**config.mk**
```make
export PLATFORM = sky130hd
export DESIGN_NAME = record_exchange_sort_by_total
export DESIGN_NICKNAME = d
export VERILOG_FILES = /design/src/rtl/rxs_pkg.sv /design/src/rtl/rxs_ram.sv /design/src/rtl/record_exchange_sort_by_total.sv
export SDC_FILE = /design/constraint.sdc
export NUM_CORES = 2
export LEC_CHECK = 0
export BUFFER_PORTS_ARGS = -buffer_cell sky130_fd_sc_hd__clkbuf_2
export CORE_MARGIN = 5
export CORE_UTILIZATION = 35
export DETAILED_ROUTE_END_ITERATION = 12
export SLEW_MARGIN = 0
export SYNTH_ARGS = -nofsm -noshare
export SYNTH_HDL_FRONTEND = slang
export SYNTH_SLANG_ARGS = --single-unit
```
**constraint.sdc**
```tcl
create_clock -name i_clk -period 8.5 [get_ports i_clk]
set_input_delay 0.425 -clock i_clk [delete_from_list [all_inputs] [get_ports i_clk]]
set_output_delay 0.425 -clock i_clk [all_outputs]
set_load 0.005 [all_outputs]
```
**src/rtl/rxs_pkg.sv**
```systemverilog
// Package for the record exchange sort block.
// Holds the record type, the state encoding, sizes and the key function.
// Used by rtl/record_exchange_sort_by_total.sv.
package rxs_pkg;

    localparam int MAX_RECORDS = 64;
    localparam int ADDR_W      = $clog2(MAX_RECORDS);
    localparam int CNT_W       = $clog2(MAX_RECORDS + 1);
    localparam int TAG_W       = 6;
    localparam int SCORE_W     = 10;
    localparam int TOTAL_W     = 12;
    localparam int REC_W       = TAG_W + 3 * SCORE_W;

    typedef struct packed {
        logic [TAG_W-1:0]   tag;
        logic [SCORE_W-1:0] s1;
        logic [SCORE_W-1:0] s2;
        logic [SCORE_W-1:0] s3;
    } t_rec;

    typedef enum logic [2:0] {
        S_LOAD,
        S_LD_I,
        S_CMP,
        S_WB,
        S_EMIT_RD,
        S_EMIT
    } t_state;

    function automatic logic [TOTAL_W-1:0] rec_key(input t_rec r);
        rec_key = TOTAL_W'(r.s1) + TOTAL_W'(r.s2) + TOTAL_W'(r.s3);
    endfunction

endpackage

```
**src/rtl/rxs_ram.sv**
```systemverilog
// Generic simple dual-port RAM with one write port and a registered read port.
// The read data holds while the read enable is low. No dependencies.
module rxs_ram #(
    parameter int WIDTH = 8,
    parameter int DEPTH = 16
) (
    input  logic                     i_clk,
    input  logic                     i_wr_en,
    input  logic [$clog2(DEPTH)-1:0] i_wr_addr,
    input  logic [WIDTH-1:0]         i_wr_data,
    input  logic                     i_rd_en,
    input  logic [$clog2(DEPTH)-1:0] i_rd_addr,
    output logic [WIDTH-1:0]         o_rd_data
);

    logic [WIDTH-1:0] r_mem [DEPTH];
    logic [WIDTH-1:0] r_rd_data;

    always_ff @(posedge i_clk) begin
        if (i_wr_en) begin
            r_mem[i_wr_addr] <= i_wr_data;
        end
        if (i_rd_en) begin
            r_rd_data <= r_mem[i_rd_addr];
        end
    end

    assign o_rd_data = r_rd_data;

endmodule

```
**src/rtl/record_exchange_sort_by_total.sv**
```systemverilog
// Record exchange sort by total score, top level.
// Depends on rtl/rxs_pkg.sv and rtl/rxs_ram.sv.
//
// Usage: records enter on the input channel (i_valid, o_ready), one word per
// record, and are stored in a 64-entry RAM. Records that arrive when the store
// is full are discarded, and every result of that set then carries o_dropped.
// The word with i_last_in set ends the set and starts the sort; o_ready stays
// low from then until the last result of the set has been placed in the output
// register. Loading accepts a word whenever i_valid is high.
// The sort runs on one comparator and one RAM read port. Each outer pass reads
// record i (S_LD_I), compares the held record with each later record (S_CMP),
// keeps the smaller total and writes the larger back, then stores the held one
// at slot i (S_WB). Results leave on the output channel (o_valid, i_ready), one
// word per cycle while i_ready is high, ascending by o_total, with o_last_out
// on the final word. A stall on i_ready holds the output register and pauses
// the RAM reads. Input words are taken again as soon as the final result sits
// in the output register. Reset clears the record count, the drop flag and the
// output valid; the RAM contents are not cleared and need not be.
module record_exchange_sort_by_total
    import rxs_pkg::*;
(
    input  logic               i_clk,
    input  logic               i_rst_n,
    input  logic               i_valid,
    output logic               o_ready,
    input  logic [TAG_W-1:0]   i_tag,
    input  logic [SCORE_W-1:0] i_score_first,
    input  logic [SCORE_W-1:0] i_score_second,
    input  logic [SCORE_W-1:0] i_score_third,
    input  logic               i_last_in,
    output logic               o_valid,
    input  logic               i_ready,
    output logic [TAG_W-1:0]   o_tag_out,
    output logic [SCORE_W-1:0] o_first_out,
    output logic [SCORE_W-1:0] o_second_out,
    output logic [SCORE_W-1:0] o_third_out,
    output logic [TOTAL_W-1:0] o_total,
    output logic               o_last_out,
    output logic               o_dropped
);

    t_state             r_state, n_state;
    logic [CNT_W-1:0]   r_count, n_count;
    logic               r_ovf, n_ovf;
    logic [CNT_W-1:0]   r_n, n_n;
    logic [ADDR_W-1:0]  r_i, n_i;
    logic [ADDR_W-1:0]  r_j, n_j;
    t_rec               r_hold, n_hold;
    logic               r_out_valid, n_out_valid;
    t_rec               r_out, n_out;
    logic [TOTAL_W-1:0] r_out_total, n_out_total;
    logic               r_out_last, n_out_last;
    logic               r_out_drop, n_out_drop;

    logic              wr_en;
    logic [ADDR_W-1:0] wr_addr;
    t_rec              wr_data;
    logic              rd_en;
    logic [ADDR_W-1:0] rd_addr;
    t_rec              rd_data;
    logic [REC_W-1:0]  rd_bits;
    t_rec              in_rec;
    logic [CNT_W-1:0]  cnt_after;
    logic              slot_free;

    rxs_ram #(
        .WIDTH(REC_W),
        .DEPTH(MAX_RECORDS)
    ) u_ram (
        .i_clk    (i_clk),
        .i_wr_en  (wr_en),
        .i_wr_addr(wr_addr),
        .i_wr_data(wr_data),
        .i_rd_en  (rd_en),
        .i_rd_addr(rd_addr),
        .o_rd_data(rd_bits)
    );

    assign rd_data   = t_rec'(rd_bits);
    assign in_rec    = '{tag: i_tag, s1: i_score_first, s2: i_score_second,
                         s3: i_score_third};
    assign slot_free = !r_out_valid || i_ready;

    always_ff @(posedge i_clk) begin
        if (!i_rst_n) begin
            r_state     <= S_LOAD;
            r_count     <= '0;
            r_ovf       <= 1'b0;
            r_out_valid <= 1'b0;
        end else begin
            r_state     <= n_state;
            r_count     <= n_count;
            r_ovf       <= n_ovf;
            r_out_valid <= n_out_valid;
        end
    end

    always_ff @(posedge i_clk) begin
        r_n         <= n_n;
        r_i         <= n_i;
        r_j         <= n_j;
        r_hold      <= n_hold;
        r_out       <= n_out;
        r_out_total <= n_out_total;
        r_out_last  <= n_out_last;
        r_out_drop  <= n_out_drop;
    end

    always_comb begin
        n_state     = r_state;
        n_count     = r_count;
        n_ovf       = r_ovf;
        n_n         = r_n;
        n_i         = r_i;
        n_j         = r_j;
        n_hold      = r_hold;
        n_out_valid = r_out_valid && !i_ready;
        n_out       = r_out;
        n_out_total = r_out_total;
        n_out_last  = r_out_last;
        n_out_drop  = r_out_drop;
        wr_en       = 1'b0;
        wr_addr     = r_i;
        wr_data     = r_hold;
        rd_en       = 1'b0;
        rd_addr     = r_j;
        cnt_after   = r_count;
        o_ready     = 1'b0;

        case (r_state)
            S_LOAD: begin
                o_ready = 1'b1;
                if (i_valid) begin
                    if (r_count < CNT_W'(MAX_RECORDS)) begin
                        wr_en     = 1'b1;
                        wr_addr   = r_count[ADDR_W-1:0];
                        wr_data   = in_rec;
                        cnt_after = r_count + CNT_W'(1);
                    end else begin
                        n_ovf = 1'b1;
                    end
                    n_count = cnt_after;
                    if (i_last_in) begin
                        n_n = cnt_after;
                        n_i = '0;
                        n_j = '0;
                        if (cnt_after >= CNT_W'(2)) begin
                            rd_en   = 1'b1;
                            rd_addr = '0;
                            n_state = S_LD_I;
                        end else begin
                            n_state = S_EMIT_RD;
                        end
                    end
                end
            end
            S_LD_I: begin
                n_hold  = rd_data;
                rd_en   = 1'b1;
                rd_addr = r_i + ADDR_W'(1);
                n_j     = r_i + ADDR_W'(1);
                n_state = S_CMP;
            end
            S_CMP: begin
                if (rec_key(r_hold) > rec_key(rd_data)) begin
                    wr_en   = 1'b1;
                    wr_addr = r_j;
                    wr_data = r_hold;
                    n_hold  = rd_data;
                end
                if (CNT_W'(r_j) + CNT_W'(1) == r_n) begin
                    n_state = S_WB;
                end else begin
                    rd_en   = 1'b1;
                    rd_addr = r_j + ADDR_W'(1);
                    n_j     = r_j + ADDR_W'(1);
                end
            end
            S_WB: begin
                wr_en   = 1'b1;
                wr_addr = r_i;
                wr_data = r_hold;
                if (CNT_W'(r_i) + CNT_W'(2) == r_n) begin
                    n_j     = '0;
                    n_state = S_EMIT_RD;
                end else begin
                    rd_en   = 1'b1;
                    rd_addr = r_i + ADDR_W'(1);
                    n_i     = r_i + ADDR_W'(1);
                    n_state = S_LD_I;
                end
            end
            S_EMIT_RD: begin
                rd_en   = 1'b1;
                rd_addr = r_j;
                n_state = S_EMIT;
            end
            S_EMIT: begin
                if (slot_free) begin
                    n_out_valid = 1'b1;
                    n_out       = rd_data;
                    n_out_total = rec_key(rd_data);
                    n_out_drop  = r_ovf;
                    n_out_last  = (CNT_W'(r_j) + CNT_W'(1) == r_n);
                    if (CNT_W'(r_j) + CNT_W'(1) == r_n) begin
                        n_count = '0;
                        n_ovf   = 1'b0;
                        n_state = S_LOAD;
                    end else begin
                        rd_en   = 1'b1;
                        rd_addr = r_j + ADDR_W'(1);
                        n_j     = r_j + ADDR_W'(1);
                    end
                end
            end
            default: begin
                n_state = S_LOAD;
            end
        endcase
    end

    assign o_valid      = r_out_valid;
    assign o_tag_out    = r_out.tag;
    assign o_first_out  = r_out.s1;
    assign o_second_out = r_out.s2;
    assign o_third_out  = r_out.s3;
    assign o_total      = r_out_total;
    assign o_last_out   = r_out_last;
    assign o_dropped    = r_out_drop;

    a_count_bound: assert property (@(posedge i_clk) disable iff (!i_rst_n)
        r_count <= CNT_W'(MAX_RECORDS))
        else $error("Record count exceeds the store depth.");

    a_sort_size: assert property (@(posedge i_clk) disable iff (!i_rst_n)
        (r_state == S_LD_I || r_state == S_CMP || r_state == S_WB)
            |-> r_n >= CNT_W'(2))
        else $error("Sort running on fewer than two records.");

    a_j_after_i: assert property (@(posedge i_clk) disable iff (!i_rst_n)
        r_state == S_CMP |-> (r_j > r_i && CNT_W'(r_j) < r_n))
        else $error("Compare index out of order or out of range.");

    a_set_cleared: assert property (@(posedge i_clk) disable iff (!i_rst_n)
        (r_state == S_EMIT && n_state == S_LOAD)
            |=> (r_count == '0 && !r_ovf && o_valid && o_last_out))
        else $error("Set state not cleared after the final result.");

endmodule

```
# == Word-level counts from Yosys, hierarchy flattened ==
# Memories as Yosys holds them, arrays and structs flattened. A register that Yosys moved wholly into a read port is not among the register bits.
# Cells that the tools add are included.
# word_totals
memories,1
out_inout_bits,52
elab_cells,123
inputBits,41
register_bits,117
ramBits,2304
# op_classes
mux,58
addsub,9
n_eq_ne,16
magnitude_cmp,3
n_reduce_logical,18
# mem_list
memory,depth,word_bits,rd,rd_ports_with_merged_regs,write_ports,line,source
u_ram.r_mem,64,36,1,1,1,rxs_ram.sv:16,logic [WIDTH-1:0] r_mem [DEPTH];
# op_table
operator,count
$mux W36,4
$mux W6,13
$pmux W36 S2,1
$pmux W6 S5,2
$mux W7,6
$add A11 B10 Y12,2
$pmux W6 S2,2
$add A10 B10 Y11,2
$mux W3,7
$mux W1,18
$ne A2 B2 Y1 const B,9
$pmux W3 S6,1
$eq A7 B7 Y1,2
$pmux W7 S2,1
$add A6 B1 Y6 const B,2
$gt A12 B12 Y1,1
$reduce_and A4 Y1,3
$reduce_and A5 Y1,2
$add A6 B1 Y7 const B,1
$add A6 B2 Y7 const B,1
$add A7 B1 Y7 const B,1
$ge A7 B2 Y1 const B,1
$lt A7 B7 Y1 const B,1
$eq A3 B2 Y1 const B,2
14 further kinds,19

# == Depth between registers and ports, before layout ==
# logic_depth
depth_word,9
mapped_depth,26
depth_no_buf,24

# == Hierarchy ==
# A second synthesis with hierarchy kept.
# hier_totals
cells_unflattened,4445
area_unflattened_um2,95313.9
# modules_own_cells
module,seq_area_each_um2,area_each_um2,cells_each,n_inst
rxs_ram,70267.4,88319.7,3780,1
record_exchange_sort_by_total,3393.3,6994.2,665,1

# == Least setup slack after synthesis ==
# OpenSTA, ideal clock, no wires.
# synth_timing
kind,reg-to-reg
from,register r_hold[1] (netlist name)
to,"memory u_ram.r_mem[59][0] (netlist name), enable pin"
required_ps,8071
synth_period_minus_slack_ps,6635
stages_incl_launch_ff,26
path_buffers,1
path_slack_ps,1865
t_arrival_ps,6206
cell_sequence,edfxtp_1 > inv_1 > fa_1 > inv_1 > ha_1 > fa_1 > a21oi_1 > nor2_1 > nor2_1 > o21bai_1 > a21oi_1 > nor2b_1 > o21a_1 > nor2_1 > xnor2_1 > ha_1 > nand4_1 > nor3_1 > a221oi_1 > o21ai_0 > nand3_1 > o32ai_1 > o21bai_1 > or3b_2 > clkbuf_1 > nor2_1
# synth_between
elab_chain_len,6
# synth_rtl
item,line,source
"start, declared",record_exchange_sort_by_total.sv:48,"t_rec r_hold, n_hold;"
"start signal, assigned",record_exchange_sort_by_total.sv:102,r_hold <= n_hold;
$add A11 B10 Y12 *,rxs_pkg.sv:31,rec_key = TOTAL_W'(r.s1) + TOTAL_W'(r.s2) + TOTAL_W'(r.s3);
$gt A12 B12 Y1 *,record_exchange_sort_by_total.sv:165,if (rec_key(r_hold) > rec_key(rd_data)) begin
$mux W1,record_exchange_sort_by_total.sv:165,
$pmux W1 S3,record_exchange_sort_by_total.sv:130,case (r_state)
$mux W1,rxs_ram.sv:20,if (i_wr_en) begin
$mux W1 (implied by the code),rxs_ram.sv:21,r_mem[i_wr_addr] <= i_wr_data;
"end, declared",rxs_ram.sv:16,
# Mark *: on every way between the ends. The rest lies on a longest branch, timed or not.

# == Final worst setup path ==
# layout_timing
from,"register u_ram.r_rd_data[1], in the netlist u_ram.o_rd_data[1], read port of u_ram.r_mem"
to,"memory u_ram.r_mem[30][0] (netlist name), enable pin"
# layout_between
elab_chain_len,6
# layout_rtl
item,line,source
"start, declared",rxs_ram.sv:17,logic [WIDTH-1:0] r_rd_data;
$add A11 B10 Y12 *,rxs_pkg.sv:31,
$gt A12 B12 Y1 *,record_exchange_sort_by_total.sv:165,
$mux W1,record_exchange_sort_by_total.sv:165,
$pmux W1 S3,record_exchange_sort_by_total.sv:130,
$mux W1,rxs_ram.sv:20,
$mux W1 (implied by the code),rxs_ram.sv:21,
# Marks and branches as above.

==> results.ini <==
[run_status]
violations = max-capacitance violations
status = finished, violations left

[worst_setup_path]
reg2reg_depth = 23
worstPathRequired_ns = 9.03
start_kind = register
critPathCaptureType = register
critPathKind = reg2reg
slowest_delay_ns = 1.11
arrival_ns = 7.91
crit_path_top_delay_cell = nor2_4
cp_common_cell = a21oi_1
cp_max_fo = 36
crit_buf_inv = 1
cp_top_family = simple AND/OR/NAND/NOR gates
critical_path.cell_chain = fa_1 -> ha_1 -> fa_1 -> a21oi_1 -> nor2_1 -> nor2_1 -> o21bai_1 -> a21oi_1 -> o21bai_1 -> a21oi_1 -> nor2b_1 -> o21ai_0 -> ha_1 -> nand2_1 -> nor3_1 -> a221oi_1 -> o21ai_0 -> nand3_1 -> o221ai_1 -> a21oi_1 -> buf_4 -> or3_1 -> nor2_4
crit_cells = 23

[global_route]
grt_use_total_pct = 19.2
grt_max_degree = 113
grt_pass1_wl_um = 396000
overflow = 0
grt_antenna_before_repair = 39
grt_pass1_vias = 50600

[clock_network]
cts_buffers = 241
cts_tree = built
clockBufferDepth = 3
clk_latency_ns = 0.91
cts_root_buffer = clkbuf_16
numClockSinks = 2457
ctsHtreeMaxLevel = 4
clk_pin_slew_worst_paths_ns = 0.06

[routing]
wl_um = 283000
via_count = 53200
antenna_left = 0
vias_per_cell = 5.50
drt-pass1-iter-count = 6
wl_per_cell_um = 29.3
drc_errors = 0
first_iter_violations = 7510

[floorplanning]
die_h_um = 535
fp.dieW_um = 535
coreArea_mm2 = 0.274
die_area_mm2 = 0.287
initial_core_util_pct = 35.2
fp-row-count = 192
io_pins = 93

[timing]
worst-slew-pin-transition_ns = 1.44
setup_viol = 0
slew_viol_final = 0
timing.slew.headroom_pct = 1.68
hold_violations = 0
worst_hold_slack_ns = 0.0782
min_period_ns = 7.37
clock_skew_ns = 0.0804
finalSetupTns_ns = 0
rsz0062_at_grt = no
fmax_mhz = 136
period_share_pct = 86.7

[min_path]
min_path_type = in2reg
hold_depth = 3

[synth]
syn-instance-count = 5584
yosys.cell_types.count = 70
yosysSeqAreaShare_pct = 76.3
synthFlopType = edfxtp_1
syn_area_mm2 = 0.0966
synth_fp_nets = 5681
synth_edf_count = 2445
syn_avg_cell_area_um2 = 17.3
synth_warnings = 0
synth-seq-cells = 2457
synthArstFlopShare_pct = 0

[cells_and_area]
fin_nets = 5858
drive_gt1_share_pct = 14.8
final_cell_mix = edfxtp_1, mux2i_1, nand2_1, clkbuf_16, a21oi_1
fin_util_pct = 40.4
syn_to_final_growth_pct = 14.7
layout_commonest_cell = edfxtp_1

[place]
gp_congestion = 0.901
portBuffers = 92
post-dp-hpwl_um = 170000

[run]
maxCapViolCount = 1

-- state kept, by name, indices dropped and copies added, names as in the netlist --
register and count:
o_third_out 10, o_tag_out 6, o_total 12, o_dropped 1
u_ram.r_mem 2304, o_first_out 10, u_ram.o_rd_data 36, r_hold 36
r_j 6, r_n 7, o_valid 1, o_last_out 1
o_second_out 10, r_i 6, r_state 3, r_ovf 1
r_count 7
-- tightest hold or removal path: cells and delay by family --
kind            cells  cell delay, ns
compound gates      1            0.14
buf+inv             1            0.10
simple gates        1            0.26
-- cell type report --
type | count | area, µm²
fill | 24400 | 163000
sequential | 2457 | 73700
tap | 3686 | 4610
clock inverter | 159 | 1740
antenna | 18 | 45.0
inverter | 42 | 158
timing repair buffer | 269 | 2210
multi-input combinational | 2750 | 22100
clock buffer | 292 | 6240
-- synthesized netlist by cell type (5+ instances only) --
cell / n / area share [%]
a21boi_0: 6 / 0.047
xnor2_1: 28 / 0.25
nand2b_1: 8 / 0.052
fa_1: 22 / 0.46
o22ai_1: 190 / 1.2
buf_1: 19 / 0.074
dfxtp_1: 12 / 0.25
a22oi_1: 77 / 0.60
and2_1: 5 / 0.032
mux2i_1: 613 / 6.4
ha_1: 34 / 0.44
nand3_1: 130 / 0.67
a21o_1: 10 / 0.078
buf_2: 96 / 0.50
edfxtp_1: 2445 / 76
clkbuf_1: 196 / 0.76
xor2_1: 14 / 0.13
mux2_2: 31 / 0.36
and4b_1: 36 / 0.37
nand2_1: 603 / 2.3
o22a_1: 40 / 0.36
and3_1: 8 / 0.052
or3_1: 6 / 0.039
o21ai_0: 95 / 0.49
buf_4: 20 / 0.16
mux4_2: 146 / 3.4
nand3b_1: 5 / 0.039
a221oi_1: 5 / 0.045
o221ai_1: 76 / 0.69
nor2b_1: 7 / 0.045
nor2_1: 92 / 0.36
a2111oi_0: 72 / 0.65
nand4_1: 40 / 0.26
nor3_1: 8 / 0.041
inv_1: 40 / 0.16
o21bai_1: 10 / 0.078
o21ai_1: 40 / 0.21
a21oi_1: 208 / 1.1
nor4b_1: 36 / 0.33
-- per-stage QoR --
step	cells	setup WS (ns)	instance area (µm²)
floorplan	5584	1.86	96600
global placement	9202	1.11	103000
detailed placement	9202	1.17	103000
CTS	9655	1.16	111000
global route	9659	0.582	111000
finish	9673	1.13	111000
-- path summary, 6_finish.rpt --
kind | slack (ns) | to | start
setup / recovery | 1.13 | u_ram.r_mem[30][0] | u_ram.o_rd_data[1]
hold / removal | 0.08 | o_valid | i_ready
setup reg to reg | 1.13 | u_ram.r_mem[30][0] | u_ram.o_rd_data[1]
hold reg to reg | 0.47 | r_hold[33] | u_ram.o_rd_data[33]
-- logic make-up (layout without fill, tap and decap cells) --
group                    Yosys count  in the layout  synth area share (%)
flip-flops                      2457           2457                  76.3
AND/OR/NAND/NOR                  998            998                  4.74
AO/OA/AOI/OAI                    864            864                  5.88
multiplexers                     790            790                  10.1
buffers and inverters            377            762                  1.70
adder cells (fa/ha/maj)           56             56                 0.897
XOR/XNOR                          42             42                 0.381
other                              0             18                     0
-- per-layer routing --
layer | vias up | GRT usage [%] | wire (µm)
met5 | - | 0 | 27
met4 | 4 | 7.01 | 11100
met3 | 420 | 3.38 | 24900
met2 | 2549 | 29.0 | 127000
met1 | 27600 | 28.0 | 120000
li1 | 22600 | - | -
-- what timing repair did --
| item | 4_1_cts | 5_1_grt |
|---|---|---|
| setup buffers | 0 | 0 |
| hold buffers | 2 | 0 |
| hold endpoints to repair | 12 | 0 |
| resized for setup | 0 | 0 |
Power is not shown: default switching activity piles up to over one toggle a cycle in this logic, so the estimate is an artifact.
